[config.mk]
export PLATFORM = sky130hd
export DESIGN_NAME = sorted_event_queue_core
export DESIGN_NICKNAME = d
export VERILOG_FILES = /design/src/rtl/seq_pkg.sv /design/src/rtl/seq_cell.sv /design/src/rtl/sorted_event_queue_core.sv
export SDC_FILE = /design/constraint.sdc
export NUM_CORES = 2
export LEC_CHECK = 0
export BUFFER_PORTS_ARGS = -buffer_cell sky130_fd_sc_hd__buf_4
export CAP_MARGIN = 20
export CORE_UTILIZATION = 58
export CTS_CLUSTER_DIAMETER = 150
export DETAILED_ROUTE_END_ITERATION = 10
export GPL_TIMING_DRIVEN = 0
export PLACE_DENSITY = 0.77
export SYNTH_ARGS = -nofsm -noshare
export SYNTH_HDL_FRONTEND = slang
export SYNTH_SLANG_ARGS = --single-unit
export TNS_END_PERCENT = 50
[constraint.sdc]
create_clock -name clk_i -period 10.3 [get_ports clk_i]
set_input_delay 2.06 -clock clk_i [delete_from_list [all_inputs] [get_ports clk_i]]
set_output_delay 2.06 -clock clk_i [all_outputs]
set_load 0.005 [all_outputs]
[src/rtl/seq_pkg.sv]
// Package for the sorted event queue: depth, widths, event word type,
// status codes and the per-cell control struct. No dependencies.
package seq_pkg;

  localparam int unsigned DEPTH   = 16;
  localparam int unsigned CNT_W   = $clog2(DEPTH + 1);
  localparam int unsigned PID_W   = 16;
  localparam int unsigned TIME_W  = 32;
  localparam int unsigned OCC_W   = 5;
  localparam int unsigned STAT_W  = 2;
  localparam int unsigned IN_DW   = 80;
  localparam int unsigned OUT_DW  = 88;
  localparam int unsigned OUT_PAD = OUT_DW - (PID_W + 2 * TIME_W + OCC_W);

  // Request kinds carried on the input tuser
  localparam logic REQ_INSERT = 1'b0;
  localparam logic REQ_POP    = 1'b1;

  // Result status carried on the output tuser
  typedef enum logic [STAT_W-1:0] {
    ST_OK    = 2'd0,
    ST_FULL  = 2'd1,
    ST_EMPTY = 2'd2
  } status_e;

  // One stored event
  typedef struct packed {
    logic [TIME_W-1:0] cpu_time;
    logic [TIME_W-1:0] arrival_time;
    logic [PID_W-1:0]  process_id;
  } event_t;

  // Control handed from the top level to every cell
  typedef struct packed {
    logic ins;       // insert this cycle (queue not full)
    logic pop;       // pop this cycle (queue not empty)
    logic occupied;  // this cell holds a live event
    logic at_tail;   // this cell is the first free slot
  } seq_ctl_t;

endpackage

[src/rtl/seq_cell.sv]
// One slot of the sorted queue: holds an event, compares the incoming key
// against its own and shifts toward its neighbors. Uses seq_pkg.
module seq_cell (
  input  logic             clk_i,
  input  seq_pkg::seq_ctl_t ctl_i,
  input  seq_pkg::event_t  new_ev_i,    // event being inserted
  input  seq_pkg::event_t  left_ev_i,   // event of the cell nearer the front
  input  logic             left_take_i, // left cell is shifting right
  input  seq_pkg::event_t  right_ev_i,  // event of the cell nearer the tail
  output seq_pkg::event_t  ev_o,
  output logic             take_o       // this cell shifts right / takes new
);

  seq_pkg::event_t ev_q, ev_d;
  logic            take;

  // New event goes ahead of every stored event with equal or larger time
  always_comb begin
    if (ctl_i.occupied) begin
      take = ctl_i.ins && (new_ev_i.arrival_time <= ev_q.arrival_time);
    end else begin
      take = ctl_i.ins && ctl_i.at_tail;
    end
  end

  // Next slot content
  always_comb begin
    ev_d = ev_q;
    if (take) begin
      ev_d = left_take_i ? left_ev_i : new_ev_i;
    end else if (ctl_i.pop && ctl_i.occupied) begin
      ev_d = right_ev_i;
    end
  end

  always_ff @(posedge clk_i) begin
    ev_q <= ev_d;
  end

  assign ev_o   = ev_q;
  assign take_o = take;

endmodule

[src/rtl/sorted_event_queue_core.sv]
// Sorted event queue: top level with the cell chain, occupancy counter and
// output register. Uses seq_pkg and seq_cell.
//
// Usage:
//   Requests enter on the s_axis channel; tuser selects insert or pop,
//   tdata carries the event for an insert. Every request gives exactly one
//   result word on the m_axis channel: status on tuser, the popped event
//   (zero otherwise) and the occupancy after the request on tdata.
//   The queue is a row of DEPTH cells kept sorted by arrival time, smallest
//   at the front. All cells compare the incoming key in parallel and shift
//   together, so a request is finished at the edge that accepts it.
//   Latency: the result word is valid the cycle after acceptance.
//   Throughput: one request per cycle while the output register is free or
//   being read; the occupancy counter and the cell row update at acceptance.
//   Stall: the result sits in one output register; a new request is taken
//   while that word is being taken in the same cycle, and held off while
//   it waits. Ties in arrival time leave newest first. An insert into a
//   full queue or a pop from an empty one leaves the queue unchanged.
//   Reset: the count clears to zero and the output register empties; slot
//   contents are not cleared, no clearing pass is needed.
module sorted_event_queue_core (
  input  logic                         clk_i,
  input  logic                         rst_ni,
  input  logic                         s_axis_tvalid_i,
  output logic                         s_axis_tready_o,
  // [15:0] process_id, [47:16] arrival_time, [79:48] cpu_time
  input  logic [seq_pkg::IN_DW-1:0]    s_axis_tdata_i,
  // [0] req_type
  input  logic                         s_axis_tuser_i,
  output logic                         m_axis_tvalid_o,
  input  logic                         m_axis_tready_i,
  // [15:0] out_process_id, [47:16] out_arrival_time, [79:48] out_cpu_time,
  // [84:80] occupancy, [87:85] zero
  output logic [seq_pkg::OUT_DW-1:0]   m_axis_tdata_o,
  // [1:0] status
  output logic [seq_pkg::STAT_W-1:0]   m_axis_tuser_o
);

  localparam int unsigned DEPTH = seq_pkg::DEPTH;
  localparam int unsigned CNT_W = seq_pkg::CNT_W;

  logic [CNT_W-1:0]   count_q, count_d;
  logic               out_valid_q;
  seq_pkg::status_e   status_q, status_d;
  seq_pkg::event_t    out_ev_q, out_ev_d;
  logic [CNT_W-1:0]   out_cnt_q;

  logic               accept, is_full, is_empty, do_ins, do_pop;
  seq_pkg::event_t    new_ev;
  seq_pkg::event_t    cell_ev   [DEPTH];
  logic               cell_take [DEPTH];

  // Handshake and request decode
  assign s_axis_tready_o = !out_valid_q || m_axis_tready_i;
  assign accept   = s_axis_tvalid_i && s_axis_tready_o;
  assign is_full  = (count_q == CNT_W'(DEPTH));
  assign is_empty = (count_q == '0);
  assign do_ins   = accept && (s_axis_tuser_i == seq_pkg::REQ_INSERT) && !is_full;
  assign do_pop   = accept && (s_axis_tuser_i == seq_pkg::REQ_POP) && !is_empty;
  assign new_ev   = seq_pkg::event_t'(s_axis_tdata_i);

  // Cell chain: slot 0 is the front
  for (genvar i = 0; i < DEPTH; i++) begin : g_cell
    seq_pkg::seq_ctl_t ctl;
    seq_pkg::event_t   left_ev, right_ev;
    logic              left_take;

    always_comb begin
      ctl.ins      = do_ins;
      ctl.pop      = do_pop;
      ctl.occupied = (CNT_W'(i) < count_q);
      ctl.at_tail  = (CNT_W'(i) == count_q);
    end

    if (i == 0) begin : g_front
      assign left_ev   = new_ev;
      assign left_take = 1'b0;
    end else begin : g_mid
      assign left_ev   = cell_ev[i-1];
      assign left_take = cell_take[i-1];
    end

    if (i == DEPTH - 1) begin : g_tail
      assign right_ev = cell_ev[i];
    end else begin : g_body
      assign right_ev = cell_ev[i+1];
    end

    seq_cell u_cell (
      .clk_i       (clk_i),
      .ctl_i       (ctl),
      .new_ev_i    (new_ev),
      .left_ev_i   (left_ev),
      .left_take_i (left_take),
      .right_ev_i  (right_ev),
      .ev_o        (cell_ev[i]),
      .take_o      (cell_take[i])
    );
  end

  // Count and result word
  always_comb begin
    count_d  = count_q;
    status_d = seq_pkg::ST_OK;
    out_ev_d = '0;
    if (s_axis_tuser_i == seq_pkg::REQ_INSERT) begin
      if (is_full) begin
        status_d = seq_pkg::ST_FULL;
      end else begin
        count_d = count_q + CNT_W'(1);
      end
    end else begin
      if (is_empty) begin
        status_d = seq_pkg::ST_EMPTY;
      end else begin
        count_d  = count_q - CNT_W'(1);
        out_ev_d = cell_ev[0];
      end
    end
  end

  always_ff @(posedge clk_i or negedge rst_ni) begin
    if (!rst_ni) begin
      count_q     <= '0;
      out_valid_q <= 1'b0;
    end else begin
      if (accept) begin
        count_q     <= count_d;
        out_valid_q <= 1'b1;
      end else if (m_axis_tready_i) begin
        out_valid_q <= 1'b0;
      end
    end
  end

  // Result payload, no reset needed
  always_ff @(posedge clk_i) begin
    if (accept) begin
      status_q  <= status_d;
      out_ev_q  <= out_ev_d;
      out_cnt_q <= count_d;
    end
  end

  assign m_axis_tvalid_o = out_valid_q;
  assign m_axis_tuser_o  = status_q;
  assign m_axis_tdata_o  = {{seq_pkg::OUT_PAD{1'b0}}, seq_pkg::OCC_W'(out_cnt_q), out_ev_q};

  // Checks
  a_count_bound: assert property (@(posedge clk_i) disable iff (!rst_ni)
    count_q <= CNT_W'(DEPTH))
    else $error("occupancy exceeds depth");

  a_full_refused: assert property (@(posedge clk_i) disable iff (!rst_ni)
    accept && (s_axis_tuser_i == seq_pkg::REQ_INSERT) && is_full
    |=> (status_q == seq_pkg::ST_FULL) && $stable(count_q))
    else $error("insert into full queue not refused");

  a_pop_count: assert property (@(posedge clk_i) disable iff (!rst_ni)
    do_pop |=> (count_q == $past(count_q) - CNT_W'(1)) && (status_q == seq_pkg::ST_OK))
    else $error("pop did not decrement occupancy");

  a_front_sorted: assert property (@(posedge clk_i) disable iff (!rst_ni)
    (count_q >= CNT_W'(2)) |-> (cell_ev[0].arrival_time <= cell_ev[1].arrival_time))
    else $error("front slots out of order");

endmodule
# Word level (Yosys, flattened, before mapping)
# Cells that the tools add are included.
op_classes:
  order_cmp: 32
  n_addsub: 2
  n_eq_ne: 16
  n_mux: 69
  n_mul: 0
  div: 0
  n_reduce_logical: 74
  n_bitwise: 1
  shifts: 0
op_table:
  columns: ["cell", "n"]
  rows:
  - ["2-to-1 mux 80 bit", 45]
  - ["less-or-equal comparator 32 bit", 16]
  - ["logical AND 1 bit", 52]
  - ["equality test 4 x 5 -> 1 bit (first input constant)", 8]
  - ["less-than comparator 4 x 5 -> 1 bit (first input constant)", 8]
  - ["nonzero test 2 bit", 16]
  - ["equality test 3 x 5 -> 1 bit (first input constant)", 4]
  - ["less-than comparator 3 x 5 -> 1 bit (first input constant)", 4]
  - ["2-to-1 mux 1 bit", 19]
  - ["2-to-1 mux 5 bit", 3]
  - ["equality test 2 x 5 -> 1 bit (first input constant)", 2]
  - ["less-than comparator 1 x 5 -> 1 bit (first input constant)", 2]
  - ["less-than comparator 2 x 5 -> 1 bit (first input constant)", 2]
  - ["adder 5 x 1 -> 5 bit (second input constant)", 1]
  - ["equality test 1 x 5 -> 1 bit (first input constant)", 1]
  - ["equality test 5 bit (second input constant)", 1]
  - ["logical NOT 5 bit", 1]
  - ["subtractor 5 x 1 -> 5 bit (second input constant)", 1]
  - ["2-to-1 mux 2 bit", 2]
  - ["logical NOT 1 bit", 3]
  - ["OR reduction 2 bit", 1]
  - ["logical OR 1 bit", 1]
  - ["NOT 1 bit", 1]
totals:
  regBits: 1373
  latchBits: 0
  mem_bits_ro: 0
  n_memories: 0
  output_inout_bits: 92
  in_bits: 85
  mem_bits_rw: 0

# Logic depth before layout (Yosys ltp)
depth:
  ltp_word: 9
  depth_mapped: 16

# By module
# From an unflattened synthesis, not the netlist that was laid out.
unflattened:
  hier_cells: 6328
  area_unflattened_um2: 92725.2
modules_own_cells:
  columns: ["module", "instances", "cells_each", "area_each_um2"]
  rows:
  - ["seq_cell at g_cell[0].u_cell ...", 13, 375, 5536.6]
  - ["seq_cell at g_cell[7].u_cell ...", 3, 381, 5556.6]
  - ["sorted_event_queue_core", 1, 310, 4080.2]

# Worst setup path before layout
# OpenSTA, ideal clock, no wires.
synth_timing:
  path_type: "input to register"
  from: "input port m_axis_tready_i"
  to: "register g_cell[2].u_cell.ev_q, in the netlist g_cell[2].u_cell.ev_o[0] (enable)"
  setup_ns: 0.629
  required_time_ns: 9.671
  t_arrival_ns: 11.259
  setup_slack_ns: -1.588
  path_stages: 6
  cell_sequence: "nand2b_1 -> and2_1 -> clkbuf_1 -> nand2_1 -> clkbuf_1 -> o21ai_0"
synth_between:
  elab_chain_len: 7
  word_cells_on_any_way: 11
  cone_classes: "1 x mux; 10 x reduce/logical"
synth_lines:
  columns: ["element", "line", "source"]
  rows:
  - ["from (decl)", "sorted_event_queue_core.sv:31", "input logic m_axis_tready_i,"]
  - ["logical OR 1 bit (*)", "sorted_event_queue_core.sv:54", "assign s_axis_tready_o = !out_valid_q || m_axis_tready_i;"]
  - ["logical AND 1 bit (*)", "sorted_event_queue_core.sv:55", "assign accept = s_axis_tvalid_i && s_axis_tready_o;"]
  - ["net accept", "sorted_event_queue_core.sv:48", "logic accept, is_full, is_empty, do_ins, do_pop;"]
  - ["logical AND 1 bit (2 in series)", "sorted_event_queue_core.sv:58", "assign do_ins = accept && (s_axis_tuser_i == seq_pkg::REQ_INSERT) && !is_full;"]
  - ["logical AND 1 bit, on equally long branches", "seq_cell.sv:22, seq_cell.sv:20", null]
  - ["2-to-1 mux 1 bit", "seq_cell.sv:19", "if (ctl_i.occupied) begin"]
  - ["nonzero test 2 bit (no source line) (*)", null, null]
  - ["to (signal assigned)", "seq_cell.sv:37", "ev_q <= ev_d;"]
  - ["to (decl)", "seq_cell.sv:14", "seq_pkg::event_t ev_q, ev_d;"]
# Mark *: on every way through the listed nets, which the timed path passes. The rest lies on a longest branch.
# A chain may end at the register's enable or synchronous reset.

# Final worst setup path
layout_timing:
  from: "input port s_axis_tdata_i[16] in the netlist's numbering"
  to: "register g_cell[6].u_cell.ev_q, in the netlist g_cell[6].u_cell.ev_o[17] (enable)"
layout_between:
  elab_chain_len: 4
layout_lines:
  columns: ["element", "line", "source"]
  rows:
  - ["from (decl)", "sorted_event_queue_core.sv:27", "input logic [seq_pkg::IN_DW-1:0] s_axis_tdata_i,"]
  - ["less-or-equal comparator 32 bit", "seq_cell.sv:20", "take = ctl_i.ins && (new_ev_i.arrival_time <= ev_q.arrival_time);"]
  - ["logical AND 1 bit", "seq_cell.sv:20", null]
  - ["2-to-1 mux 1 bit", "seq_cell.sv:19", null]
  - ["nonzero test 2 bit (no source line)", null, null]
  - ["to (signal assigned)", "seq_cell.sv:37", null]
  - ["to (decl)", "seq_cell.sv:14", null]
# No other way between the ends.

==> impl_metrics.tcl <==
set metrics [dict create \
    synth_seq_cells 1373 \
    finClkSkew_ns 0.0388 \
    yosysTopAreaCell "edfxtp_1" \
    area_delta_synth_final_pct 12.1 \
    synth_common_cells "1367 x edfxtp_1, 991 x mux2i_1, 720 x a21oi_1, 712 x nand2_1, 660 x nor2_1" \
    tns_ns 0 \
    critical_path_arrival_ns 9.27 \
    use_met3_pct 10.4 \
    antenna_found_initial 19 \
    clkSinkCount 1373 \
    period_needed_ns 8.73 \
    vias_per_cell 6.55 \
    cts_setup_buffers 0 \
    grt_pass1_wl_um 397000 \
    gr-usage-all-layers_pct 38.2 \
    hold_viol 0 \
    cap_violations 0 \
    synth_most_common_cell "edfxtp_1" \
    rsz0062_at_grt "no" \
    ys_seq_area_share_pct 51.2 \
    start_kind "input port" \
    crit_path_top_delay_cell "buf_2" \
    clockBufferDepth 3 \
    ant_nets 0 \
    hp-class "reg2reg" \
    drt_first_pass_iters 7 \
    synth.distinct_cells 71 \
    async_reset_ff_share_pct 0.437 \
    ys.flop_type "edfxtp_1" \
    grt_use_met2_pct 56.6 \
    synth.cell_area_um2 80500 \
    core-area_um2 138000 \
    worst_pin_slew_ns 1.25 \
    postSynthAreaPerCell_um2 10.9 \
    grt-ovfl-total 0 \
    route.detailed.drc 0 \
    worst-path-buf-inv 9 \
    yosysWarnings 0 \
    rows 136 \
    clockRootBuffer "clkbuf_16" \
    clkTransAtPathRegs_ns 0.06 \
    portBuffers 172 \
    cpMostUsedCell "clkbuf_1" \
    grt_pass1_vias 63100 \
    place_hpwl_um 204000 \
    cts_made_buffers 150 \
    finalSetupViolations 0 \
    clock_latency_ns 0.83 \
    cpPeakStageDelay_ns 0.82 \
    cts_tree "yes" \
    hold_buffers 0 \
    required_ns 10.84 \
    path_cells "clkbuf_1 -> clkbuf_1 -> inv_1 -> ha_1 -> nor2b_1 -> o211ai_1 -> a21oi_1 -> o21ai_0 -> and4b_1 -> o211ai_1 -> buf_4 -> buf_2 -> buf_2 -> clkbuf_1 -> o21ai_4 -> buf_12 -> buf_12" \
    routedWlPerCell_um 28.1 \
    nNetsFinal 8410 \
    critical-path-top-delay-family "buffers and inverters" \
    r2r_slack_ns 3.01 \
    synth_edf_count 1367 \
    path_max_fanout 22 \
    synth_cells 7415 \
    drive_above_1_share_pct 11.2 \
    ioPinCount 177 \
    die_w_um 375 \
    initial_utilization_pct 58.5 \
    grtUsageMet1_pct 49.9 \
    timing.final.crit_share_pct 84.8 \
    p_leak_uw 0.0361 \
    status "finished clean" \
    place_congestion 0.985 \
    cts_max_level 4 \
    dieArea_um2 140000 \
    cp-end-kind "register" \
    die_h_um 375 \
    worstSetupPathType "in2reg" \
    drt_wl_total_um 274000 \
    fin_util_pct 65.6 \
    synth.top_cell.area_share_pct 51.0 \
    drv_slew 0 \
    cts_resized 0 \
    vias 63800 \
    drt_iter0_drc 8657 \
    slew_headroom_pct 16.6 \
    busiest_layer "met2" \
    p_per_area_nw_per_um2 221 \
    peakVddDrop_v 0.000230 \
    clock.fmax_ghz 0.115 \
    grt_max_degree 56 \
    ys_top_cells_by_area "edfxtp_1 51%, mux2i_1 12%, ha_1 8.0%" \
]
## metal layers
layer	share of wire, %	up-vias	routed length (um)
li1	-	27700	-
met1	38	31000	103000
met2	43	4178	118000
met3	13	794	34200
met4	6.8	30	18600
met5	0.19	-	526
## worst reg2reg max path, cell delays in order (launching register included)
cell,delay (ns)
dfrtp_1,0.42
buf_2,0.22
inv_1,0.21
ha_1,0.36
nand4bb_1,0.40
nand4_1,0.73
buf_2,0.51
a21oi_1,0.11
o211ai_1,0.41
buf_4,0.35
buf_2,0.72
buf_2,0.84
clkbuf_1,0.68
o21ai_4,0.48
buf_12,0.33
buf_12,0.20
## cell families after synthesis
group	synth area share [%]
adders and majority gates	8.03
buffers and inverters	5.42
muxes	15.5
xor gates and xnor gates	0.0218
AOI/OAI and AO/OA	10.7
and+or+nand+nor	9.16
other	0.00466
DFF	51.2
## cell type report
cell class	count	area (um2)
sequential	1373	41200
inverter	509	1910
fill	10600	47400
clock inverter	77	662
multi-input combinational	5030	35200
tap	1794	2240
timing repair buffer	239	2610
buffer	505	2460
antenna	17	42.5
clock buffer	196	4000
## power by group
part	leakage, uW	total (uW)	switching, uW	internal (uW)
logic	0.0212	6090	4000	2090
clock network	0.00228	5290	2380	2910
registers	0.0127	8540	721	7820
## layout by cell type, fill, tap and decap left out, drive strengths merged, types with 94 or more instances in the layout
master  netlist  layout
nand4       109     109
edfxtp     1367    1367
a31oi        94      94
o21ai       512     512
nand2       712     712
inv         509     516
mux2i       991     991
clkbuf      235     431
mux2        229     229
buf         270     509
ha          517     517
a21oi       720     720
nor2        660     660
## stage by stage
stage          power, uW  worst slack (ns)  cells  hold slack (ns)  instance area [um2]
2_1_floorplan      12100             -1.44   7417            0.516                80600
3_3_place_gp       14200             -8.57   9383            0.526                84100
3_5_place_dp       14400              1.11   9447            0.536                85600
4_1_cts            19700              1.94   9720            0.547                90200
5_1_grt            20500              1.66   9726            0.551                90300
6_report           19900              1.57   9740            0.545                90300
## final timing paths
check	start	end	cells past startpoint
setup / recovery	s_axis_tdata_i[16]	g_cell[6].u_cell.ev_o[17]	17
hold / removal	g_cell[15].u_cell.ev_o[59]	g_cell[14].u_cell.ev_o[59]	1
setup reg to reg	count_q[1]	g_cell[6].u_cell.ev_o[17]	15
hold reg to reg	g_cell[15].u_cell.ev_o[59]	g_cell[14].u_cell.ev_o[59]	1
max in group asynchronous	rst_ni	count_q[4]	1
min in group asynchronous	rst_ni	m_axis_tvalid_o	1
## state kept, by name, indices dropped and copies added, names as in the netlist
| register | cells |
|---|---|
| count_q | 5 |
| m_axis_tdata_o | 80 |
| m_axis_tvalid_o | 1 |
| out_cnt_q | 5 |
| m_axis_tuser_o | 2 |
| g_cell.u_cell.ev_o | 1280 |
(Power assumes the default switching activity.)
